===== src/rtl/lsh_pkg.sv =====
// lsh_pkg: shared types and constants of the latency statistics histogram
// used by lsh_front, lsh_bins, lsh_fifo and the top level; no dependencies
package lsh_pkg;

    localparam int LSH_BIN_COUNT  = 1024;
    localparam int LSH_BIN_AW     = $clog2(LSH_BIN_COUNT);
    localparam int LSH_BIN_W      = 16;
    localparam logic [31:0] LSH_MIN_RESET = 32'd10000;

    // result queue behind the histogram pipeline
    localparam int LSH_FIFO_DEPTH = 4;
    localparam int LSH_FIFO_AW    = $clog2(LSH_FIFO_DEPTH);
    localparam int LSH_FIFO_CW    = $clog2(LSH_FIFO_DEPTH + 1);

    typedef enum logic [1:0] {
        KIND_SAMPLE = 2'd0,
        KIND_READ   = 2'd1,
        KIND_END    = 2'd2,
        KIND_NONE   = 2'd3
    } t_kind;

    typedef struct packed {
        logic [31:0] late_count;
        logic [63:0] delta_sum;
        logic [31:0] max_delta;
        logic [31:0] min_delta;
        logic [31:0] sample_count;
    } t_stats;

    // one histogram operation handed from the front to the bin unit
    typedef struct packed {
        t_kind                   kind;
        logic                    in_range;
        logic                    late;
        logic [LSH_BIN_AW-1:0]   addr;
        t_stats                  stats;
    } t_bin_op;

    typedef struct packed {
        t_stats                  stats;
        logic [LSH_BIN_W-1:0]    bin_value;
    } t_result;

endpackage


===== src/rtl/lsh_fifo.sv =====
// lsh_fifo: short result queue that decouples the bin pipeline from the output
// depends on lsh_pkg
module lsh_fifo (
    input  logic                            i_clk,
    input  logic                            i_rst_n,
    input  logic                            i_push,
    input  lsh_pkg::t_result                i_data,
    input  logic                            i_ready,
    output logic                            o_valid,
    output lsh_pkg::t_result                o_data,
    output logic [lsh_pkg::LSH_FIFO_CW-1:0] o_count
);

    localparam int AW = lsh_pkg::LSH_FIFO_AW;
    localparam int CW = lsh_pkg::LSH_FIFO_CW;

    lsh_pkg::t_result   r_mem [lsh_pkg::LSH_FIFO_DEPTH];
    logic [AW-1:0]      r_wr_ptr;
    logic [AW-1:0]      r_rd_ptr;
    logic [CW-1:0]      r_count;
    logic               w_pop;

    assign w_pop = o_valid && i_ready;

    always_ff @(posedge i_clk) begin
        if (!i_rst_n) begin
            r_wr_ptr <= '0;
            r_rd_ptr <= '0;
            r_count  <= '0;
        end else begin
            if (i_push) begin
                r_wr_ptr <= r_wr_ptr + AW'(1);
            end
            if (w_pop) begin
                r_rd_ptr <= r_rd_ptr + AW'(1);
            end
            r_count <= r_count + CW'(i_push) - CW'(w_pop);
        end
    end

    always_ff @(posedge i_clk) begin
        if (i_push) begin
            r_mem[r_wr_ptr] <= i_data;
        end
    end

    assign o_valid = r_count != '0;
    assign o_data  = r_mem[r_rd_ptr];
    assign o_count = r_count;

endmodule


===== config.mk =====
export PLATFORM = sky130hd
export DESIGN_NAME = lsh_fifo
export DESIGN_NICKNAME = d
export VERILOG_FILES = /design/src/rtl/lsh_pkg.sv /design/src/rtl/lsh_fifo.sv
export SDC_FILE = /design/constraint.sdc
export NUM_CORES = 1
export LEC_CHECK = 0
export ABC_CLOCK_PERIOD_IN_PS = 17350
export BUFFER_PORTS_ARGS = -buffer_cell sky130_fd_sc_hd__buf_2
export CORE_UTILIZATION = 60
export CTS_BUF_LIST = sky130_fd_sc_hd__clkbuf_2 sky130_fd_sc_hd__clkbuf_4 sky130_fd_sc_hd__clkbuf_8
export CTS_CLUSTER_SIZE = 20
export DETAILED_ROUTE_END_ITERATION = 10
export PLACE_DENSITY = 0.88
export SLEW_MARGIN = 20
export SYNTH_ARGS = -nofsm -noshare
export SYNTH_HDL_FRONTEND = slang
export SYNTH_SLANG_ARGS = --single-unit

===== constraint.sdc =====
create_clock -name i_clk -period 17.35 [get_ports i_clk]
set_clock_uncertainty 0.05 [all_clocks]
set_input_delay 0 -clock i_clk [delete_from_list [all_inputs] [get_ports i_clk]]
set_output_delay 0 -clock i_clk [all_outputs]
set_load 0.03 [all_outputs]

==> impl_metrics.tcl <==
set metrics [dict create \
    status "complete, no violations" \
    synth-seq-cells 841 \
    fin_tns_setup_ns 0 \
    relSlewSlack_pct 24.08 \
    routed_wl_mm 81.45 \
    grtUsageTotal_pct 31.65 \
    drive_gt1_share_pct 39.58 \
    worstPathArrival_ns 4.05 \
    fin_crit_ns 4.097 \
    fillers 2218 \
    grt_pass1_vias 18060 \
    gp_congestion 0.7627 \
    syn_nets 1349 \
    areaGrowthSynthToFinish_pct 30.67 \
    crit_type "reg2out" \
    grt.overflow.total 0 \
    ctsRootBufferMaster "clkbuf_8" \
    synth_ff_type "edfxtp_1" \
    critical_path_required_ns 17.30 \
    die_y_um 227.3 \
    worst_pin_slew_ns 1.139 \
    vias 16890 \
    syn_avg_cell_area_um2 26.95 \
    io_buffer_count 423 \
    ys_types 19 \
    fin_ws_ns 13.25 \
    firstDrtPassIters 7 \
    routed_via_density 5.959 \
    dpl_worst_slack_ns 13.84 \
    power_leakage_nw 13.75 \
    antenna_found_initial 4 \
    grt_max_degree 75 \
    dpl.hpwl_mm 38.67 \
    ys_warn_count 0 \
    clock_sinks 841 \
    antenna_left 0 \
    dieWidth_um 227.3 \
    yosysTopAreaCell "edfxtp_1" \
    netlist.area_leader.share_pct 82.04 \
    setup_viol 0 \
    whs_ns 0.03844 \
    utilization_pct 79.48 \
    vdd_drop_max_mv 0.1365 \
    nNetsFinal 2275 \
    synth_async_sr_flop_share_pct 0 \
    yosys-top-cells-area "edfxtp_1, mux4_2, dfxtp_1, buf_6, buf_2" \
    synthCells 1130 \
    final_common_cell "edfxtp_1" \
    max_freq_mhz 244.1 \
    clkTransAtPathRegs_ns 0.08 \
    start_kind "flop" \
    grt_pass1_wl_mm 115.2 \
    remaining_drc_errors 0 \
    rsz0062_at_grt "no" \
    start_util_pct 60.82 \
    p_per_area_mw_per_mm2 131.6 \
    cts_buffers 121 \
    io_pins 424 \
    cts_tree "done" \
    drt-wirelength-per-cell_um 28.73 \
    hold_viol 0 \
    reg2reg_slack_ns 13.94 \
    clk_latency_ns 0.74 \
    htree_levels 3 \
    post-cts-setup-buffer-count 0 \
    slew_viol_final 0 \
    maxCapViolCount 0 \
    yosysSeqAreaShare_pct 82.64 \
    coreArea_mm2 0.05007 \
    die_area_mm2 0.05166 \
    drtIter0Drc 1813 \
    rows 82 \
    post_cts_resized 0 \
    layout_common_cells "edfxtp_1, buf_2, dlygate4sd3_1" \
    fin_crit_sh_pct 23.61 \
    clk_path_buf_depth 3 \
    synth_area_mm2 0.03045 \
    path_max_fanout 47 \
    end_kind "output port" \
    worstHoldPathType "in2reg" \
    synth_edf_count 832 \
]
final timing paths:
path | startpoint | endpoint | cells past startpoint
worst min-delay path | i_data[170] | r_mem[3][170] | 2
worst min register to register | r_rd_ptr[1] | flop | 2
worst max register to register | r_wr_ptr[0] | r_mem[2][29] | 5
worst max-delay path | flop | o_data[0] | 4
routing by layer:
metal	vias to the layer above	GRT usage (%)	wire length [um]
li1	6799	-	-
met4	2	13.31	3101
met5	-	0	12
met3	202	8.686	8340
met1	8649	37.80	27330
met2	1242	54.48	42670
cells by family (layout without fill, tap and decap cells):
logic type,count (synthesis),in the layout,synth area share (%)
xor gates and xnor gates,2,2,0.1027
other,0,3,0
and+or+nand+nor,14,14,0.2712
DFF,841,841,82.64
adders and majority gates,7,7,0.3123
buffers and inverters,52,1082,1.105
AOI/OAI and AO/OA,2,2,0.05753
muxes,212,212,15.51
flip-flops by register name, summed over array words and instances, names as in the netlist, named ones only:
signal    cells
r_wr_ptr      2
r_rd_ptr      2
r_mem       832
o_count       3
critical path, cell delays in order, from the launching register on:
cell	delay, ns
dfxtp_4	0.71
buf_4	0.77
buf_4	0.84
mux4_2	0.68
buf_2	0.21
what timing repair did:
item | 4_1_cts | 5_1_grt
hold buffers | 407 | 0
setup endpoints to repair | 0 | 0
endpoints found under the hold margin | 943 | 0
power breakdown:
group	internal, mW	switching (mW)
registers	2.34	0.0522
clock network	0.840	0.789
logic	0.465	0.749
total	3.65	1.59
stage by stage:
stage | total power [mW] | std cells | cell area (um2)
finish | 5.236 | 2835 | 39790
CTS | 5.150 | 2832 | 39780
detailed placement | 3.526 | 2198 | 33260
global placement | 3.492 | 2198 | 33260
floorplan | 3.238 | 1130 | 30450
global route | 5.379 | 2834 | 39790
synthesized netlist by cell type (2+ instances only):
master / n
buf_2: 23
buf_6: 15
inv_1: 6
edfxtp_1: 832
mux2i_1: 4
ha_1: 6
nand2b_1: 2
mux4_2: 208
nand2_1: 2
dfxtp_1: 9
buf_1: 8
and2_1: 8
layout make-up:
| class | count | area (um2) | share of cell area (%) |
|---|---|---|---|
| multi-input combinational | 237 | 4961 | 12.47 |
| antenna | 3 | 7.507 | 0.01887 |
| clock buffer | 171 | 2053 | 5.160 |
| sequential | 841 | 25170 | 63.26 |
| tap | 672 | 840.8 | 2.113 |
| clock inverter | 56 | 394.1 | 0.9905 |
| timing repair buffer | 849 | 6341 | 15.94 |
| inverter | 6 | 22.52 | 0.05660 |
No activity file was read; power rests on OpenSTA's default activity.
