$ cat src/rtl/lsh_pkg.sv
// lsh_pkg: shared types and constants of the latency statistics histogram
// used by lsh_front, lsh_bins, lsh_fifo and the top level; no dependencies
package lsh_pkg;

    localparam int LSH_BIN_COUNT  = 1024;
    localparam int LSH_BIN_AW     = $clog2(LSH_BIN_COUNT);
    localparam int LSH_BIN_W      = 16;
    localparam logic [31:0] LSH_MIN_RESET = 32'd10000;

    // result queue behind the histogram pipeline
    localparam int LSH_FIFO_DEPTH = 4;
    localparam int LSH_FIFO_AW    = $clog2(LSH_FIFO_DEPTH);
    localparam int LSH_FIFO_CW    = $clog2(LSH_FIFO_DEPTH + 1);

    typedef enum logic [1:0] {
        KIND_SAMPLE = 2'd0,
        KIND_READ   = 2'd1,
        KIND_END    = 2'd2,
        KIND_NONE   = 2'd3
    } t_kind;

    typedef struct packed {
        logic [31:0] late_count;
        logic [63:0] delta_sum;
        logic [31:0] max_delta;
        logic [31:0] min_delta;
        logic [31:0] sample_count;
    } t_stats;

    // one histogram operation handed from the front to the bin unit
    typedef struct packed {
        t_kind                   kind;
        logic                    in_range;
        logic                    late;
        logic [LSH_BIN_AW-1:0]   addr;
        t_stats                  stats;
    } t_bin_op;

    typedef struct packed {
        t_stats                  stats;
        logic [LSH_BIN_W-1:0]    bin_value;
    } t_result;

endpackage

$ cat src/rtl/lsh_front.sv
// lsh_front: accepts items, keeps the window statistics and issues bin operations
// depends on lsh_pkg
module lsh_front (
    input  logic                    i_clk,
    input  logic                    i_rst_n,
    input  logic                    i_accept,
    input  lsh_pkg::t_kind          i_kind,
    input  logic [31:0]             i_delta,
    input  logic [9:0]              i_bin_index,
    output logic                    o_op_valid,
    output lsh_pkg::t_bin_op        o_op
);

    logic [31:0]        r_min;
    logic [31:0]        r_max;
    logic [63:0]        r_sum;
    logic [31:0]        r_count;
    logic [31:0]        r_late;
    logic [31:0]        n_min;
    logic [31:0]        n_max;
    logic [63:0]        n_sum;
    logic [31:0]        n_count;
    logic [31:0]        n_late;
    logic               r_op_valid;
    lsh_pkg::t_bin_op   r_op;
    lsh_pkg::t_bin_op   n_op;
    logic [31:0]        w_idx32;
    logic               w_late;

    assign w_idx32 = 32'(i_bin_index);

    always_comb begin
        n_min   = r_min;
        n_max   = r_max;
        n_sum   = r_sum;
        n_count = r_count;
        n_late  = r_late;
        w_late  = 1'b0;
        n_op.kind     = i_kind;
        n_op.in_range = 1'b0;
        n_op.late     = 1'b0;
        n_op.addr     = w_idx32[lsh_pkg::LSH_BIN_AW-1:0];
        n_op.stats    = '{late_count: r_late, delta_sum: r_sum, max_delta: r_max,
                          min_delta: r_min, sample_count: r_count};
        case (i_kind)
            lsh_pkg::KIND_SAMPLE: begin
                n_max   = (i_delta > r_max) ? i_delta : r_max;
                n_min   = (i_delta < r_min) ? i_delta : r_min;
                n_sum   = r_sum + 64'(i_delta);
                n_count = r_count + 32'd1;
                w_late  = i_delta > n_min;
                n_late  = r_late + 32'(w_late);
                n_op.late     = w_late;
                n_op.in_range = i_delta < 32'(lsh_pkg::LSH_BIN_COUNT);
                n_op.addr     = i_delta[lsh_pkg::LSH_BIN_AW-1:0];
                n_op.stats    = '{late_count: n_late, delta_sum: n_sum, max_delta: n_max,
                                  min_delta: n_min, sample_count: n_count};
            end
            lsh_pkg::KIND_READ: begin
                n_op.in_range = w_idx32 < 32'(lsh_pkg::LSH_BIN_COUNT);
            end
            lsh_pkg::KIND_END: begin
                // result carries the old window, minimum carries over from the maximum
                n_min   = r_max;
                n_max   = '0;
                n_sum   = '0;
                n_count = '0;
                n_late  = '0;
            end
            default: begin
            end
        endcase
    end

    always_ff @(posedge i_clk) begin
        if (!i_rst_n) begin
            r_min      <= lsh_pkg::LSH_MIN_RESET;
            r_max      <= '0;
            r_sum      <= '0;
            r_count    <= '0;
            r_late     <= '0;
            r_op_valid <= 1'b0;
        end else begin
            r_op_valid <= i_accept;
            if (i_accept) begin
                r_min   <= n_min;
                r_max   <= n_max;
                r_sum   <= n_sum;
                r_count <= n_count;
                r_late  <= n_late;
            end
        end
    end

    always_ff @(posedge i_clk) begin
        if (i_accept) begin
            r_op <= n_op;
        end
    end

    assign o_op_valid = r_op_valid;
    assign o_op       = r_op;

endmodule

$ cat config.mk
export PLATFORM = sky130hd
export DESIGN_NAME = lsh_front
export DESIGN_NICKNAME = d
export VERILOG_FILES = /design/src/rtl/lsh_pkg.sv /design/src/rtl/lsh_front.sv
export SDC_FILE = /design/constraint.sdc
export NUM_CORES = 1
export LEC_CHECK = 0
export BUFFER_PORTS_ARGS = -buffer_cell sky130_fd_sc_hd__buf_2
export CAP_MARGIN = 0
export CELL_PAD_IN_SITES_DETAIL_PLACEMENT = 0
export CELL_PAD_IN_SITES_GLOBAL_PLACEMENT = 2
export CORE_UTILIZATION = 40
export DETAILED_ROUTE_END_ITERATION = 10
export PLACE_DENSITY = 0.95
export SLEW_MARGIN = 15
export SYNTH_ARGS = -nofsm -noshare
export SYNTH_HDL_FRONTEND = slang
export SYNTH_SLANG_ARGS = --single-unit
$ cat constraint.sdc
create_clock -name i_clk -period 16.02 [get_ports i_clk]
set_clock_uncertainty 0.05 [all_clocks]
set_input_delay 3.204 -clock i_clk [delete_from_list [all_inputs] [get_ports i_clk]]
set_output_delay 3.204 -clock i_clk [all_outputs]
set_load 0.02 [all_outputs]
==> implementation parameters <==
Parameter                              Value

Run status
  Result of the run ... finished, final reports clean

Global route
  Total global routing overflow ... 0
  Pin count of the biggest net entering global routing ... 131
  First-pass GRT wire length ... 105000 µm
  Aggregate global-route resource usage ... 23.6%
  Number of global-route vias before repair ... 18.1k
  Initial antenna violation count ... 2

Routing
  Routed length per placed instance ... 20.5 µm
  Length of routed met2 wiring ... 31500 µm
  Met3 routed WL ... 4340 µm
  DR vias ... 19.1k
  First-pass iteration count of the detailed router ... 8
  Vias per std cell ... 5.77
  Wirelength, routed ... 67900 µm
  Detailed-routing wirelength on met1 ... 30500 µm
  Antenna violation net count after detailed routing ... 0
  Post-route DRC violation count ... 0
  Top routing layer used ... met5
  Number of DRC markers in iteration 0 ... 1612

Clock network
  Register clock-pin slew on the reported worst setup and hold paths ... 0.06 ns
  Buffer cell driving the clock tree root ... sky130_fd_sc_hd__clkbuf_16
  TritonCTS Buffers ... 45
  Clock sink total ... 399
  Number of gates resized after CTS ... 0
  CTS tree ... done
  Hold buffer count at cts ... 0
  Latest clock arrival within the worst-skew pair ... 0.59 ns
  Clk buf depth ... 3
  Level count of the clock H-tree ... 2
  Buffer count from post-CTS setup fixing ... 0

Power and ir drop
  Leakage power figure ... 10.2 nW
  Max rail drop VDD ... 0.0000705 V
  Power per standard cell area ... 102 mW/mm²

Placement
  Last weighted congestion value of the routability-driven placer ... 0.890
  Detailed placement HPWL ... 45700 µm
  Number of buffers inserted by port buffering ... 253

STA
  Unrepaired setup endpoints after global routing ... false
  Actual slew at the worst max-slew pin ... 1.11 ns
  Portion of the clock cycle consumed by the worst path in the final layout ... 64.2%
  Total negative setup slack ... 0 ns
  Final Max Slew Viols ... 0
  Clock period minus worst slack ... 10.29 ns
  Worst Hold Margin ... 0.423 ns
  Finish-stage setup viols ... 0
  Slew margin rel. ... 25.8%
  Final hold vios ... 0
  Maximum clock rate ... 0.0972 GHz

Logic synthesis
  Area of the mapped netlist ... 0.0222 mm²
  Most instantiated flip-flop cell in the synthesis netlist ... sky130_fd_sc_hd__edfxtp_1
  Syn nets ... 2589
  Sequential fraction of the synthesis area ... 45.3%
  YS warnings ... 0
  Post-synthesis async set-or-reset flop share ... 0%
  Number of synthesized flops with an enable pin ... 206
  Register bit count reported by yosys ... 399
  Post-synthesis average cell area ... 9.19 µm²
  Library cells used by synthesis ... 79
  Cell count after synthesis ... 2411

Critical path
  Largest incremental delay on the critical path ... 0.70 ns
  Setup crit start kind ... primary input
  CP max stage cell ... sky130_fd_sc_hd__buf_4
  Top cell by count, worst path ... sky130_fd_sc_hd__ha_1
  Kind of critical path ... in -> reg
  Critical Path AT ... 10.57 ns
  CP Data Required Time ... 16.30 ns
  Setup crit end kind ... register
  R2R setup slack ... 8.18 ns
  Crit path max fanout ... 81

Layout
  Area taken by multi-input logic gates ... 0.0113 mm²
  Number of nets in the final layout ... 2759
  Area added between synthesis and finish ... 15.5%
  Fill cell count ... 5124
  Layout cell share with drive strength beyond 1 ... 16.2%
  Sequential cell area in the final layout ... 0.0100 mm²

Floorplan
  Initial standard-cell utilization of the core ... 40.9%
  Die footprint ... 0.0564 mm²
  Height of the chip ... 237 µm
  Std cell rows ... 85
  I/O pins ... 254
  Area of the core ... 0.0542 mm²
  Horiz. Die Dim ... 237 µm

Run
  Number of maximum-capacitance constraint violations ... 0

Hold path
  Type of the tightest min-delay check ... reg -> reg
==> cell families after synthesis <==
| kind of cell | Yosys count | synth area share, % |
|---|---|---|
| AND/OR/NAND/NOR | 868 | 18.3 |
| buffers and inverters | 230 | 3.94 |
| multiplexers | 37 | 1.87 |
| adder cells (fa/ha/maj) | 131 | 7.43 |
| flip-flops | 399 | 45.3 |
| XOR/XNOR | 123 | 4.86 |
| AO/OA/AOI/OAI | 623 | 18.2 |
==> area by class of cell <==
cell class / count / share of cell area (%)
antenna: 2 / 0.0196
inverter: 76 / 1.11
tap: 696 / 3.40
timing repair buffer: 277 / 5.74
multi-input combinational: 1782 / 44.2
clock inverter: 29 / 1.35
sequential: 399 / 39.3
clock buffer: 55 / 4.87
==> routing by layer <==
layer | vias up | GRT usage [%]
met2 | 672 | 38.5
met5 | - | 0
met4 | 2 | 6.80
li1 | 9160 | -
met1 | 9201 | 32.2
met3 | 103 | 3.73
==> cell usage after synthesis, types with 8 or more instances <==
cell type,count,area share (%)
sky130_fd_sc_hd__a211oi_1,29,0.98
sky130_fd_sc_hd__a21o_1,51,1.7
sky130_fd_sc_hd__a21oi_1,177,4.0
sky130_fd_sc_hd__a22o_1,58,2.3
sky130_fd_sc_hd__a22oi_1,21,0.71
sky130_fd_sc_hd__a31oi_1,27,0.76
sky130_fd_sc_hd__and2_1,11,0.31
sky130_fd_sc_hd__and3_1,42,1.2
sky130_fd_sc_hd__buf_1,11,0.19
sky130_fd_sc_hd__clkbuf_1,137,2.3
sky130_fd_sc_hd__dfxtp_1,193,17
sky130_fd_sc_hd__edfxtp_1,206,28
sky130_fd_sc_hd__ha_1,130,7.3
sky130_fd_sc_hd__inv_1,75,1.3
sky130_fd_sc_hd__mux2_2,36,1.8
sky130_fd_sc_hd__nand2_1,260,4.4
sky130_fd_sc_hd__nand2b_1,11,0.31
sky130_fd_sc_hd__nand3_1,120,2.7
sky130_fd_sc_hd__nand3b_1,8,0.27
sky130_fd_sc_hd__nand4_1,53,1.5
sky130_fd_sc_hd__nor2_1,222,3.8
sky130_fd_sc_hd__nor2b_1,12,0.34
sky130_fd_sc_hd__nor3_1,69,1.6
sky130_fd_sc_hd__nor4_1,13,0.37
sky130_fd_sc_hd__o2111ai_1,26,1.0
sky130_fd_sc_hd__o21ai_0,160,3.6
sky130_fd_sc_hd__o21bai_1,9,0.30
sky130_fd_sc_hd__or3_1,19,0.54
sky130_fd_sc_hd__xnor2_1,87,3.4
sky130_fd_sc_hd__xor2_1,36,1.4
==> where the power goes <==
part / total (W) / internal (W) / switching, W
Combinational: 0.000363 / 0.000114 / 0.000249
Clock: 0.00111 / 0.000669 / 0.000442
Sequential: 0.00114 / 0.00112 / 0.0000216
==> final timing paths <==
path	start	to	cells past startpoint
setup / recovery	i_delta[29]	o_op[190]$_DFFE_PP_	30
hold / removal	r_max[30]$_SDFFE_PN0P_	r_max[30]$_SDFFE_PN0P_	2
setup reg to reg	r_min[25]$_SDFFE_PN0P_	o_op[190]$_DFFE_PP_	30
hold reg to reg	r_max[30]$_SDFFE_PN0P_	r_max[30]$_SDFFE_PN0P_	2
==> sequential cells by signal, indices dropped and copies added (netlist names) <==
register    count
r_late         32
r_min          32
r_count        32
r_sum          64
r_max          32
o_op_valid      1
o_op          206
==> cell usage in the layout, fill, tap and decap left out, types with 47 or more instances in the layout <==
master,instances
sky130_fd_sc_hd__nand2_1,260
sky130_fd_sc_hd__buf_2,251
sky130_fd_sc_hd__nor2_1,219
sky130_fd_sc_hd__edfxtp_1,206
sky130_fd_sc_hd__dfxtp_1,193
sky130_fd_sc_hd__a21oi_1,177
sky130_fd_sc_hd__o21ai_0,160
sky130_fd_sc_hd__ha_1,130
sky130_fd_sc_hd__nand3_1,120
sky130_fd_sc_hd__xnor2_1,87
sky130_fd_sc_hd__inv_1,75
sky130_fd_sc_hd__nor3_1,69
sky130_fd_sc_hd__a22o_1,58
sky130_fd_sc_hd__nand4_1,53
sky130_fd_sc_hd__a21o_1,51
sky130_fd_sc_hd__clkbuf_16,47
==> critical path: cells and delay by family <==
kind / cells / cell delay (ns)
xor+xnor: 1 / 0.17
mux: 1 / 0.41
simple gates: 8 / 2.09
compound gates: 13 / 2.31
buf+inv: 3 / 1.31
fa+ha+maj: 4 / 1.01
==> metrics by stage <==
stage / cell area (µm²) / total power [W] / worst slack, ns / cells / utilization [%]
2_1_floorplan: 22200 / 0.00139 / 7.03 / 2411 / -
3_3_place_gp: 24000 / 0.00152 / 5.32 / 3230 / 44.2
3_5_place_dp: 24000 / 0.00153 / 5.27 / 3230 / 44.2
4_1_cts: 25600 / 0.00264 / 5.87 / 3314 / 47.2
5_1_grt: 25600 / 0.00272 / 5.14 / 3314 / 47.2
6_report: 25600 / 0.00262 / 5.73 / 3316 / 47.2
(Power assumes the default switching activity.)
